[src/hw/rtl/qrt_pkg.sv]
// ----------------------------------------------------------------------------
// qrt_pkg
// Shared types, widths and codes of the quorum reply tracker.
// ----------------------------------------------------------------------------
package qrt_pkg;

   localparam int TABLE_DEPTH = 16;
   localparam int RESULT_CAP  = 16;
   localparam int CNT_W       = (RESULT_CAP > 1) ? $clog2(RESULT_CAP) : 1;

   localparam int OP_W      = 2;
   localparam int ID_W      = 16;
   localparam int KIND_W    = 2;
   localparam int TIME_W    = 16;
   localparam int TMO_W     = 10;
   localparam int REP_W     = 3;
   localparam int TALLY_W   = 3;
   localparam int OUTC_W    = 2;
   localparam int CSR_IDX_W = 2;
   localparam int CSR_DAT_W = 10;

   localparam logic [TALLY_W-1:0] TALLY_MAX = 3'd7;

   localparam logic [TMO_W-1:0] TIMEOUT_RST = 10'd10;
   localparam logic [REP_W-1:0] REPLICA_RST = 3'd3;
   localparam logic [REP_W-1:0] QUORUM_RST  = 3'd2;

   typedef enum logic [OP_W-1:0] {
      OP_OPEN   = 2'd0,
      OP_REPLY  = 2'd1,
      OP_TICK   = 2'd2,
      OP_UNUSED = 2'd3
   } op_type;

   typedef enum logic [OUTC_W-1:0] {
      OUTC_SUCCESS = 2'd0,
      OUTC_FAILURE = 2'd1,
      OUTC_TIMEOUT = 2'd2,
      OUTC_REJECT  = 2'd3
   } outcome_type;

   typedef enum logic [CSR_IDX_W-1:0] {
      CSR_TIMEOUT = 2'd0,
      CSR_REPLICA = 2'd1,
      CSR_QUORUM  = 2'd2,
      CSR_SPARE   = 2'd3
   } csr_index_type;

   typedef enum logic [2:0] {
      CMD_NONE,
      CMD_OPEN,
      CMD_REPLY,
      CMD_MARK,
      CMD_EMIT
   } cmd_code_type;

   // broadcast to every cell
   typedef struct packed {
      cmd_code_type       code;
      logic [ID_W-1:0]    id;
      logic [KIND_W-1:0]  kind;
      logic               ok;
      logic               dup;
      logic [TIME_W-1:0]  now;
      logic [TMO_W-1:0]   timeout;
      logic [REP_W-1:0]   quorum;
      logic [REP_W:0]     limit;    // replica_count - quorum_size, two's complement
   } cmd_type;

   // handed from cell i to cell i+1
   typedef struct packed {
      logic               free_seen;
      logic               match_seen;
      logic               flag_seen;
      logic               flag_multi;
      logic               res_hit;
      logic [ID_W-1:0]    res_id;
      logic [KIND_W-1:0]  res_kind;
      outcome_type        res_outcome;
   } chain_type;

endpackage

[src/hw/rtl/qrt_cell.sv]
// ----------------------------------------------------------------------------
// qrt_cell
// One table entry: id match, reply tally, timeout check and a link in the
// priority chain that picks the lowest free or lowest expired entry.
// ----------------------------------------------------------------------------
module qrt_cell (
   input  logic               clock,
   input  logic               reset,
   input  qrt_pkg::cmd_type   cmd,
   input  qrt_pkg::chain_type chain_in,
   output qrt_pkg::chain_type chain_out
);
   import qrt_pkg::*;

   logic               valid_ff, valid_in;
   logic               flag_ff, flag_in;
   logic [ID_W-1:0]    id_ff;
   logic [KIND_W-1:0]  kind_ff;
   logic [TIME_W-1:0]  stamp_ff;
   logic [TALLY_W-1:0] rt_ff, rt_in;
   logic [TALLY_W-1:0] st_ff, st_in;

   logic               match, claim, picked;
   logic [TALLY_W-1:0] rt_new, st_new, fails;
   logic               succ, fail, reply_done, emit_now, expired;
   logic [TIME_W-1:0]  age;

   always_comb begin
      match   = valid_ff && (id_ff == cmd.id);
      claim   = (cmd.code == CMD_OPEN) && !valid_ff && !chain_in.free_seen && !cmd.dup;
      picked  = flag_ff && !chain_in.flag_seen;

      rt_new  = (rt_ff == TALLY_MAX) ? rt_ff : rt_ff + 1'b1;
      st_new  = (cmd.ok && (st_ff != TALLY_MAX)) ? st_ff + 1'b1 : st_ff;
      fails   = rt_new - st_new;
      succ    = (st_new >= cmd.quorum);
      fail    = $signed({1'b0, fails}) > $signed(cmd.limit);

      reply_done = (cmd.code == CMD_REPLY) && match && (succ || fail);
      emit_now   = (cmd.code == CMD_EMIT) && picked;

      age     = cmd.now - stamp_ff;
      expired = valid_ff && (age > {{(TIME_W-TMO_W){1'b0}}, cmd.timeout});

      chain_out.free_seen  = chain_in.free_seen | !valid_ff;
      chain_out.match_seen = chain_in.match_seen | match;
      chain_out.flag_seen  = chain_in.flag_seen | flag_ff;
      chain_out.flag_multi = chain_in.flag_multi | (chain_in.flag_seen & flag_ff);

      if (reply_done) begin
         chain_out.res_hit     = 1'b1;
         chain_out.res_id      = id_ff;
         chain_out.res_kind    = kind_ff;
         chain_out.res_outcome = succ ? OUTC_SUCCESS : OUTC_FAILURE;
      end else if (emit_now) begin
         chain_out.res_hit     = 1'b1;
         chain_out.res_id      = id_ff;
         chain_out.res_kind    = kind_ff;
         chain_out.res_outcome = OUTC_TIMEOUT;
      end else begin
         chain_out.res_hit     = chain_in.res_hit;
         chain_out.res_id      = chain_in.res_id;
         chain_out.res_kind    = chain_in.res_kind;
         chain_out.res_outcome = chain_in.res_outcome;
      end

      valid_in = valid_ff;
      flag_in  = flag_ff;
      rt_in    = rt_ff;
      st_in    = st_ff;
      case (cmd.code)
         CMD_OPEN: begin
            if (claim) begin
               valid_in = 1'b1;
               rt_in    = '0;
               st_in    = '0;
            end
         end
         CMD_REPLY: begin
            if (reply_done) begin
               valid_in = 1'b0;
            end else if (match) begin
               rt_in = rt_new;
               st_in = st_new;
            end
         end
         CMD_MARK: flag_in = expired;
         CMD_EMIT: begin
            if (picked) begin
               valid_in = 1'b0;
               flag_in  = 1'b0;
            end
         end
         default: ;
      endcase
   end

   always_ff @(posedge clock) begin
      if (reset) begin
         valid_ff <= 1'b0;
         flag_ff  <= 1'b0;
      end else begin
         valid_ff <= valid_in;
         flag_ff  <= flag_in;
      end
   end

   always_ff @(posedge clock) begin
      rt_ff <= rt_in;
      st_ff <= st_in;
      if (claim) begin
         id_ff    <= cmd.id;
         kind_ff  <= cmd.kind;
         stamp_ff <= cmd.now;
      end
   end

endmodule

[src/hw/rtl/quorum_reply_tracker_top.sv]
// ----------------------------------------------------------------------------
// quorum_reply_tracker_top
// Pending-operation table with replica reply tallies and tick timeouts.
// ----------------------------------------------------------------------------
// Usage:
//   req_*  : one item per accept (op open / reply / tick). req_stall is high
//            while an item is in progress.
//   rsp_*  : completions, rejections and timeouts; rsp_last marks the final
//            result of an item. One output register sits between the table
//            and the receiver.
//   csr_*  : write-only; index 0 timeout_ticks, 1 replica_count, 2 quorum_size.
// Sequence: an open or reply is captured, then makes one table pass
//   through the cell chain. A tick advances time, marks expired entries,
//   then emits their timeouts, or returns to idle when nothing expires;
//   the emit step is driven by the priority chain that selects one expired
//   cell per cycle while rsp_* is free. Unused op codes leave req_stall low.
// Results: a completion or rejection goes from the capture registers
//   through the table pass into the output register; a tick's timeouts
//   follow its mark step, one per cycle while rsp_* is free.
// Stall: while rsp_stall holds a result, the block holds a pending open,
//   reply or emit step and keeps req_stall high; the mark step does not wait.
// Reset: entry valid bits, time counter and control registers return to
//   their defaults; there is no clearing pass.
// ----------------------------------------------------------------------------
module quorum_reply_tracker_top (
   input  logic                           clock,
   input  logic                           reset,
   input  logic                           req_valid,
   output logic                           req_stall,
   input  logic [qrt_pkg::OP_W-1:0]       req_op,
   input  logic [qrt_pkg::ID_W-1:0]       req_trans_id,
   input  logic [qrt_pkg::KIND_W-1:0]     req_op_kind,
   input  logic                           req_reply_ok,
   output logic                           rsp_valid,
   input  logic                           rsp_stall,
   output logic [qrt_pkg::ID_W-1:0]       rsp_done_id,
   output logic [qrt_pkg::KIND_W-1:0]     rsp_done_kind,
   output logic [qrt_pkg::OUTC_W-1:0]     rsp_outcome,
   output logic                           rsp_last,
   input  logic                           csr_we,
   input  logic [qrt_pkg::CSR_IDX_W-1:0]  csr_index,
   input  logic [qrt_pkg::CSR_DAT_W-1:0]  csr_wdata
);
   import qrt_pkg::*;

   typedef enum logic [1:0] {
      ST_IDLE,
      ST_EXEC,
      ST_MARK,
      ST_EMIT
   } state_type;

   state_type           state_ff;
   logic [TIME_W-1:0]   time_ff;
   logic [TMO_W-1:0]    timeout_ff;
   logic [REP_W-1:0]    replica_ff;
   logic [REP_W-1:0]    quorum_ff;
   logic [CNT_W-1:0]    cnt_ff;

   op_type              op_ff;
   logic [ID_W-1:0]     id_ff;
   logic [KIND_W-1:0]   kind_ff;
   logic                ok_ff;

   logic                rsp_valid_ff;
   logic [ID_W-1:0]     rsp_id_ff;
   logic [KIND_W-1:0]   rsp_kind_ff;
   outcome_type         rsp_outcome_ff;
   logic                rsp_last_ff;

   cmd_type             cmd;
   chain_type           chain [0:TABLE_DEPTH];
   chain_type           chain_end;

   logic                accept, out_free;
   logic                load;
   logic [ID_W-1:0]     load_id;
   logic [KIND_W-1:0]   load_kind;
   outcome_type         load_outcome;
   logic                load_last;

   assign chain[0]  = '0;
   assign chain_end = chain[TABLE_DEPTH];

   for (genvar i = 0; i < TABLE_DEPTH; i++) begin : g_cell
      qrt_cell u_cell (
         .clock     (clock),
         .reset     (reset),
         .cmd       (cmd),
         .chain_in  (chain[i]),
         .chain_out (chain[i+1])
      );
   end

   assign req_stall = (state_ff != ST_IDLE);
   assign accept    = req_valid && !req_stall;
   assign out_free  = !rsp_valid_ff || !rsp_stall;

   always_comb begin
      cmd.id      = id_ff;
      cmd.kind    = kind_ff;
      cmd.ok      = ok_ff;
      cmd.dup     = chain_end.match_seen;
      cmd.now     = time_ff;
      cmd.timeout = timeout_ff;
      cmd.quorum  = quorum_ff;
      cmd.limit   = {1'b0, replica_ff} - {1'b0, quorum_ff};
      cmd.code    = CMD_NONE;
      case (state_ff)
         ST_EXEC: if (out_free) cmd.code = (op_ff == OP_OPEN) ? CMD_OPEN : CMD_REPLY;
         ST_MARK: cmd.code = CMD_MARK;
         ST_EMIT: if (out_free && chain_end.flag_seen) cmd.code = CMD_EMIT;
         default: ;
      endcase
   end

   always_comb begin
      load         = 1'b0;
      load_id      = chain_end.res_id;
      load_kind    = chain_end.res_kind;
      load_outcome = chain_end.res_outcome;
      load_last    = 1'b1;
      case (cmd.code)
         CMD_OPEN: begin
            if (!chain_end.match_seen && !chain_end.free_seen) begin
               load         = 1'b1;
               load_id      = id_ff;
               load_kind    = kind_ff;
               load_outcome = OUTC_REJECT;
            end
         end
         CMD_REPLY: load = chain_end.res_hit;
         CMD_EMIT: begin
            load      = 1'b1;
            load_last = !chain_end.flag_multi || (cnt_ff == CNT_W'(RESULT_CAP - 1));
         end
         default: ;
      endcase
   end

   always_ff @(posedge clock) begin
      if (reset) begin
         state_ff     <= ST_IDLE;
         time_ff      <= '0;
         timeout_ff   <= TIMEOUT_RST;
         replica_ff   <= REPLICA_RST;
         quorum_ff    <= QUORUM_RST;
         cnt_ff       <= '0;
         rsp_valid_ff <= 1'b0;
      end else begin
         if (csr_we) begin
            case (csr_index_type'(csr_index))
               CSR_TIMEOUT: timeout_ff <= csr_wdata[TMO_W-1:0];
               CSR_REPLICA: replica_ff <= csr_wdata[REP_W-1:0];
               CSR_QUORUM:  quorum_ff  <= csr_wdata[REP_W-1:0];
               default: ;
            endcase
         end

         if (out_free) begin
            rsp_valid_ff <= load;
         end

         case (state_ff)
            ST_IDLE: begin
               if (accept) begin
                  case (op_type'(req_op))
                     OP_OPEN, OP_REPLY: state_ff <= ST_EXEC;
                     OP_TICK: begin
                        time_ff  <= time_ff + 1'b1;
                        state_ff <= ST_MARK;
                     end
                     default: ;
                  endcase
               end
            end
            ST_EXEC: if (out_free) state_ff <= ST_IDLE;
            ST_MARK: begin
               cnt_ff   <= '0;
               state_ff <= ST_EMIT;
            end
            ST_EMIT: begin
               if (!chain_end.flag_seen) begin
                  state_ff <= ST_IDLE;
               end else if (out_free) begin
                  cnt_ff <= cnt_ff + 1'b1;
                  if (load_last) state_ff <= ST_IDLE;
               end
            end
            default: state_ff <= ST_IDLE;
         endcase
      end

      if (accept) begin
         op_ff   <= op_type'(req_op);
         id_ff   <= req_trans_id;
         kind_ff <= req_op_kind;
         ok_ff   <= req_reply_ok;
      end
      if (out_free && load) begin
         rsp_id_ff      <= load_id;
         rsp_kind_ff    <= load_kind;
         rsp_outcome_ff <= load_outcome;
         rsp_last_ff    <= load_last;
      end
   end

   assign rsp_valid     = rsp_valid_ff;
   assign rsp_done_id   = rsp_id_ff;
   assign rsp_done_kind = rsp_kind_ff;
   assign rsp_outcome   = rsp_outcome_ff;
   assign rsp_last      = rsp_last_ff;

endmodule

[config.mk]
export PLATFORM = sky130hd
export DESIGN_NAME = quorum_reply_tracker_top
export DESIGN_NICKNAME = d
export VERILOG_FILES = /design/src/hw/rtl/qrt_pkg.sv /design/src/hw/rtl/qrt_cell.sv /design/src/hw/rtl/quorum_reply_tracker_top.sv
export SDC_FILE = /design/constraint.sdc
export NUM_CORES = 2
export LEC_CHECK = 0
export ABC_CLOCK_PERIOD_IN_PS = 19150
export BUFFER_PORTS_ARGS = -buffer_cell sky130_fd_sc_hd__clkbuf_2
export CAP_MARGIN = 20
export CORE_MARGIN = 10
export CORE_UTILIZATION = 53
export CTS_CLUSTER_DIAMETER = 30
export DETAILED_ROUTE_END_ITERATION = 8
export PLACE_DENSITY_LB_ADDON = 0.15
export SLEW_MARGIN = 25
export SYNTH_ARGS = -nofsm -noshare
export SYNTH_HDL_FRONTEND = slang
export SYNTH_SLANG_ARGS = --single-unit
export TNS_END_PERCENT = 100
[constraint.sdc]
create_clock -name clock -period 19.15 [get_ports clock]
set_input_delay 2.8725 -clock clock [delete_from_list [all_inputs] [get_ports clock]]
set_output_delay 2.8725 -clock clock [all_outputs]
set_load 0.03 [all_outputs]
# After elaboration in Yosys (flattened, before gate mapping)
# Index checks and enable logic that the tools add are counted.
# Widths: inputs -> output; s select.
[classes]
n_addsub = 67
n_lt_le_gt_ge = 48
eq_ne = 147
muxes = 295
n_bitwise = 74
n_reduce_logical = 294
[ops]
columns = ["op", "n"]
rows = [
  ["$mux 21", 32],
  ["$mux 3", 113],
  ["$eq 16x16->1", 16],
  ["$gt 16x10->1", 16],
  ["$sub 16x16->16", 16],
  ["$pmux 3 s2", 32],
  ["$logic_and 1x1->1", 162],
  ["$ne 2x1->1 const B", 64],
  ["$reduce_and 4->1", 32],
  ["$add 3x1->3 const B", 32],
  ["$mux 1", 66],
  ["$gt 4x4->1", 16],
  ["$or 1x1->1", 59],
  ["$ne 3x3->1 const B", 18],
  ["$eq 3x3->1 const B", 17],
  ["$logic_not 1->1", 51],
  ["$pmux 1 s3", 17],
  ["$ge 3x3->1", 16],
  ["$sub 3x3->3", 16],
  ["$ne 2x2->1 const B", 20],
  ["$reduce_and 2->1", 18],
  ["$mux 16", 2],
  ["$pmux 1 s2", 16],
  ["$mux 2", 11],
  ["other kinds (22)", 67],
]
[word_totals]
reg_bits = 753
inputBits = 38
output_inout_bits = 23
wordCells = 1052

# Logic depth before layout (Yosys ltp)
[logic_depth]
ltp_word = 54
ltp_mapped = 24
ltp_nobuf = 22

# By module
# Synthesis repeated with hierarchy kept, for this count alone.
[unflattened]
cells_unflattened = 5205
hier_area_um2 = 55823.5
[modules_own_cells]
columns = ["module", "instances", "cells_per_inst", "area_each_um2", "seq_area_each_um2"]
rows = [
  ["qrt_cell at g_cell[11].u_cell ...", 11, 311, 3289.4, 1241.2],
  ["qrt_cell at g_cell[0].u_cell ...", 3, 298, 3228.1, 1241.2],
  ["quorum_reply_tracker_top", 1, 272, 3359.5, 2042.0],
  ["qrt_cell at g_cell[8].u_cell", 1, 314, 3321.9, 1241.2],
  ["qrt_cell at g_cell[9].u_cell", 1, 304, 3274.4, 1241.2],
]

# Worst setup path after synthesis
# Ideal clock, no wire load.
[synth_timing]
path_type = "input port to flip-flop"
startpoint = "in rsp_stall"
endpoint = "reg g_cell[6].u_cell.rt_ff[0] (enable)"
setup_ns = 0.352
arrival_time_ns = 6.921
required_ns = 18.798
path_slack_ns = 11.877
path_stages = 9
n_path_buf = 1
path_cell_list = "a21boi_2 > nand2_1 > nor2_1 > and2_1 > buf_4 > nand2_2 > nor3b_1 > nor2_1 > nor2_1"
[synth_via]
elab_chain_len = 11
elab_cells_between_ends = 18
classes_between = "5 x eq/ne; 3 x mux; 10 x reduce/logical"
[synth_lines]
columns = ["item", "line", "source"]
rows = [
  ["from (decl)", "quorum_reply_tracker_top.sv:35", "input logic rsp_stall,"],
  ["$logic_not 1->1 *", "quorum_reply_tracker_top.sv:97", "assign out_free = !rsp_valid_ff || !rsp_stall;"],
  ["$logic_or 1x1->1 *", "quorum_reply_tracker_top.sv:97", ""],
  ["$logic_and 1x1->1", "quorum_reply_tracker_top.sv:112", "ST_EMIT: if (out_free && chain_end.flag_seen) cmd.code = CMD_EMIT;"],
  ["$mux 3", "quorum_reply_tracker_top.sv:112", ""],
  ["$pmux 3 s3 *", "quorum_reply_tracker_top.sv:109", "case (state_ff)"],
  ["$eq 3x1->1 *", "qrt_cell.sv:30", "claim = (cmd.code == CMD_OPEN) && !valid_ff && !chain_in.free_seen && !cmd.dup;"],
  ["$logic_and 1x1->1 * (3 in series)", "qrt_cell.sv:30", ""],
  ["named net g_cell[6].u_cell.claim", "qrt_cell.sv:23", "logic match, claim, picked;"],
  ["$ne 2x1->1 (no line) *", "n/a", ""],
  ["$reduce_and 4->1 (no line) *", "n/a", ""],
  ["to (signal assigned)", "qrt_cell.sv:109", "rt_ff <= rt_in;"],
  ["to (decl)", "qrt_cell.sv:20", "logic [TALLY_W-1:0] rt_ff, rt_in;"],
]
# The timed path passes the listed nets; every way through them passes the cells marked *.
# A chain may end at the register's enable or synchronous reset.

# Final worst setup path
[layout_timing]
startpoint = "in rsp_stall"
endpoint = "reg g_cell[14].u_cell.stamp_ff[4] (enable)"
[layout_via]
elab_chain_len = 9
elab_cells_between_ends = 10
classes_between = "1 x eq/ne; 3 x mux; 6 x reduce/logical"
[layout_lines]
columns = ["item", "line", "source"]
rows = [
  ["$logic_not 1->1 *", "quorum_reply_tracker_top.sv:97", ""],
  ["$logic_or 1x1->1 *", "quorum_reply_tracker_top.sv:97", ""],
  ["$logic_and 1x1->1", "quorum_reply_tracker_top.sv:112", ""],
  ["$mux 3", "quorum_reply_tracker_top.sv:112", ""],
  ["$pmux 3 s3 *", "quorum_reply_tracker_top.sv:109", ""],
  ["$eq 3x1->1 *", "qrt_cell.sv:30", ""],
  ["$logic_and 1x1->1 * (3 in series)", "qrt_cell.sv:30", ""],
  ["named net g_cell[14].u_cell.claim", "qrt_cell.sv:23", ""],
  ["to (signal assigned)", "qrt_cell.sv:114", "stamp_ff <= cmd.now;"],
  ["to (decl)", "qrt_cell.sv:19", "logic [TIME_W-1:0] stamp_ff;"],
]
# Marked as above.

==> results.cfg <==
[outcome]
status = completed

[synthesis]
synth_area_per_cell_um2 = 10.30
yosys_register_bits = 753
yosysUniqueCellTypes = 94
yosys.area_share.adder_pct = 15.35
synth_compound_area_share_pct = 12.31
yosysSeqAreaShare_pct = 43.26
synth_warnings = 0
synthCells = 4916
synthArstFlopShare_pct = 0
syn_nets = 5552
synth_ff_type = edfxtp_1
synth_top_family_by_area = adder cells
synth_simple_gate_area_share_pct = 14.49
syn_area_um2 = 50620
synthMuxAreaShare_pct = 1.540
synth_edf_count = 682
synth_xor_xnor_area_share_pct = 8.529

[setup_path]
worstSetupPathType = input pin to flip-flop
critPathLaunchType = input pin
required_ns = 19.59
cp.arrival_ns = 6.61
crit_fanout = 19
end_kind = flip-flop

[global_routing]
grtUsageTotal_pct = 27.94
grt_pass1_wl_mm = 230.3
antenna_found_initial = 6
busiest_layer = met2
grt_max_degree = 81
overflow = 0
gr-usage-met2_pct = 41.74
use_met3_pct = 6.865
gr-usage-met1_pct = 38.91
first_global_vias = 37959

[sta]
relSlewSlack_pct = 20.51
finalSetupTns_ns = 0
period_share_pct = 32.24
finalHoldViolations = 0
skew_ns = 0.04623
slew_violations = 0
layout_min_cycle_time_ns = 6.173
tightest_slew_ns = 1.181
rsz0062_at_grt = false
fmax_mhz = 162.0
setup_viol = 0

[detailed_routing]
firstDrtPassIters = 7
wire_per_inst_um = 23.66
drc = 0
drt.antenna.violating_nets = 0
drt-vias-per-instance = 6.049
num_vias = 39561
drt-initial-drc-count = 4080
routed_wl_mm = 154.8

[power]
p_per_area_nw_per_um2 = 87.26
p_leak_uw = 0.02375
vdd_drop_max_uv = 76.63

[finish]
nNetsFinal = 5762
multi_input_area_um2 = 26610
fin_cells = 6540
layout-drive-gt1-share_pct = 10.47
fill_cells = 7672
seq_area_um2 = 21910
syn_to_final_growth_pct = 16.30

[hold_path]
hp-class = flip-flop to flip-flop

[floorplan]
die_h_um = 329.1
ios = 61
die_x_um = 329.1
dieArea_um2 = 108300
coreArea_um2 = 94870
start_util_pct = 53.36
rows = 113

[clocking]
cts.sinks = 753
cts_buffers = 175
postCtsSetupBuffers = 0
clockBufferDepth = 3
clk_latency_ns = 0.77
clk_pin_slew_ns = 0.04
cts-resized-gates = 0
cts_root_buf = clkbuf_16
tritoncts = built
cts_max_level = 4
ctsHoldBuffers = 0

[flow_run]
max-cap-violations = 0

[place]
hpwl_mm = 108.2
dpl.cell_count = 6214
place_congestion = 0.9873
port_buffers = 60
[power breakdown]
group	switching (µW)	internal [µW]
clock network	997	2010
registers	11.9	1800
logic	208	106
total	1220	3920
[synth_stat cells, drive strengths merged (69+ instances only)]
cell type	count	share of area, %
a21oi	291	2.9
nor2b	86	1.1
nand4	107	1.3
nor3	137	1.4
nand3	87	0.87
inv	431	3.2
nor4	69	0.89
o21ai	189	1.9
dfxtp	71	2.8
ha	565	14
xor2	213	3.7
nand2b	74	0.91
edfxtp	682	40
xnor2	280	4.8
nand2	301	2.2
nor2	396	2.9
clkbuf	82	0.61
[layout make-up]
class                   count  area share (%)
inverters                 431           2.748
repair buffers            169           1.934
diodes                      1        0.004250
well taps                1265           2.688
multi-input cells        3596           45.20
clock buffers             212           7.899
clock inverters           113           2.314
flip-flops and latches    753           37.21
[worst max-delay path, stage by stage]
cell and delay (ns):
clkbuf_2 0.12, a21boi_2 0.27, nand2_1 0.29, nor2_1 0.63, and2_1 0.43, nand2_2 0.21, or2_1 0.34, or3b_1 0.42
inv_1 0.61, buf_4 0.39
[stage by stage]
stage               hold WS [ns]  setup slack [ns]  util (%)  power (µW)  area, µm²
finish                    0.4988             12.98     62.06        5138      58870
floorplan                 0.4634             11.88         -        2038      50620
detailed placement        0.4903             12.28     55.69        2146      52830
global route              0.5470             12.72     62.06        5273      58870
global placement          0.4755             12.42     55.65        2139      52800
CTS                       0.4993             13.08     62.03        5153      58850
[layout by cell type, fill, tap and decap left out, types with 134 or more instances in the layout]
cell       count
nor2_1       391
xor2_1       213
nor3_1       134
o21ai_0      185
edfxtp_1     682
xnor2_1      279
a21oi_1      289
nand2_1      299
ha_1         565
inv_1        431
clkbuf_16    177
[worst paths after layout]
kind                                                                from                                       to  slack (ns)  cells after the start
worst max-delay path                                           rsp_stall  g_cell[14].u_cell.stamp_ff[4]$_DFFE_PP_       12.98                     10
worst min-delay path                           quorum_ff[2]$_SDFFE_PP0P_                quorum_ff[2]$_SDFFE_PP0P_        0.50                      2
worst max register to register  g_cell[11].u_cell.st_ff[0]$_SDFFCE_PN0P_                 rsp_done_id[7]$_DFFE_PP_       13.11                     21
worst min register to register                 quorum_ff[2]$_SDFFE_PP0P_                quorum_ff[2]$_SDFFE_PP0P_        0.50                      2
[flip-flops by register name, summed over array words and instances, names as in the netlist, 3 cells and up]
register,cells
g_cell.u_cell.id_ff,256
g_cell.u_cell.stamp_ff,256
g_cell.u_cell.rt_ff,48
g_cell.u_cell.st_ff,48
g_cell.u_cell.kind_ff,32
g_cell.u_cell.flag_ff,16
g_cell.u_cell.valid_ff,16
id_ff,16
rsp_done_id,16
time_ff,16
timeout_ff,10
cnt_ff,4
quorum_ff,3
replica_ff,3
[layer usage]
layer	up-vias	share of wire, %
met5	-	0.030
li1	18450	-
met4	8	3.4
met1	18999	44
met2	1769	43
met3	335	10
[logic make-up after synthesis]
kind of cell | count (synthesis)
AO/OA/AOI/OAI | 964
XOR/XNOR | 493
adder cells (fa/ha/maj) | 602
buffers and inverters | 567
flip-flops | 753
multiplexers | 75
AND/OR/NAND/NOR | 1462
No activity file was read; power rests on OpenSTA's default activity.
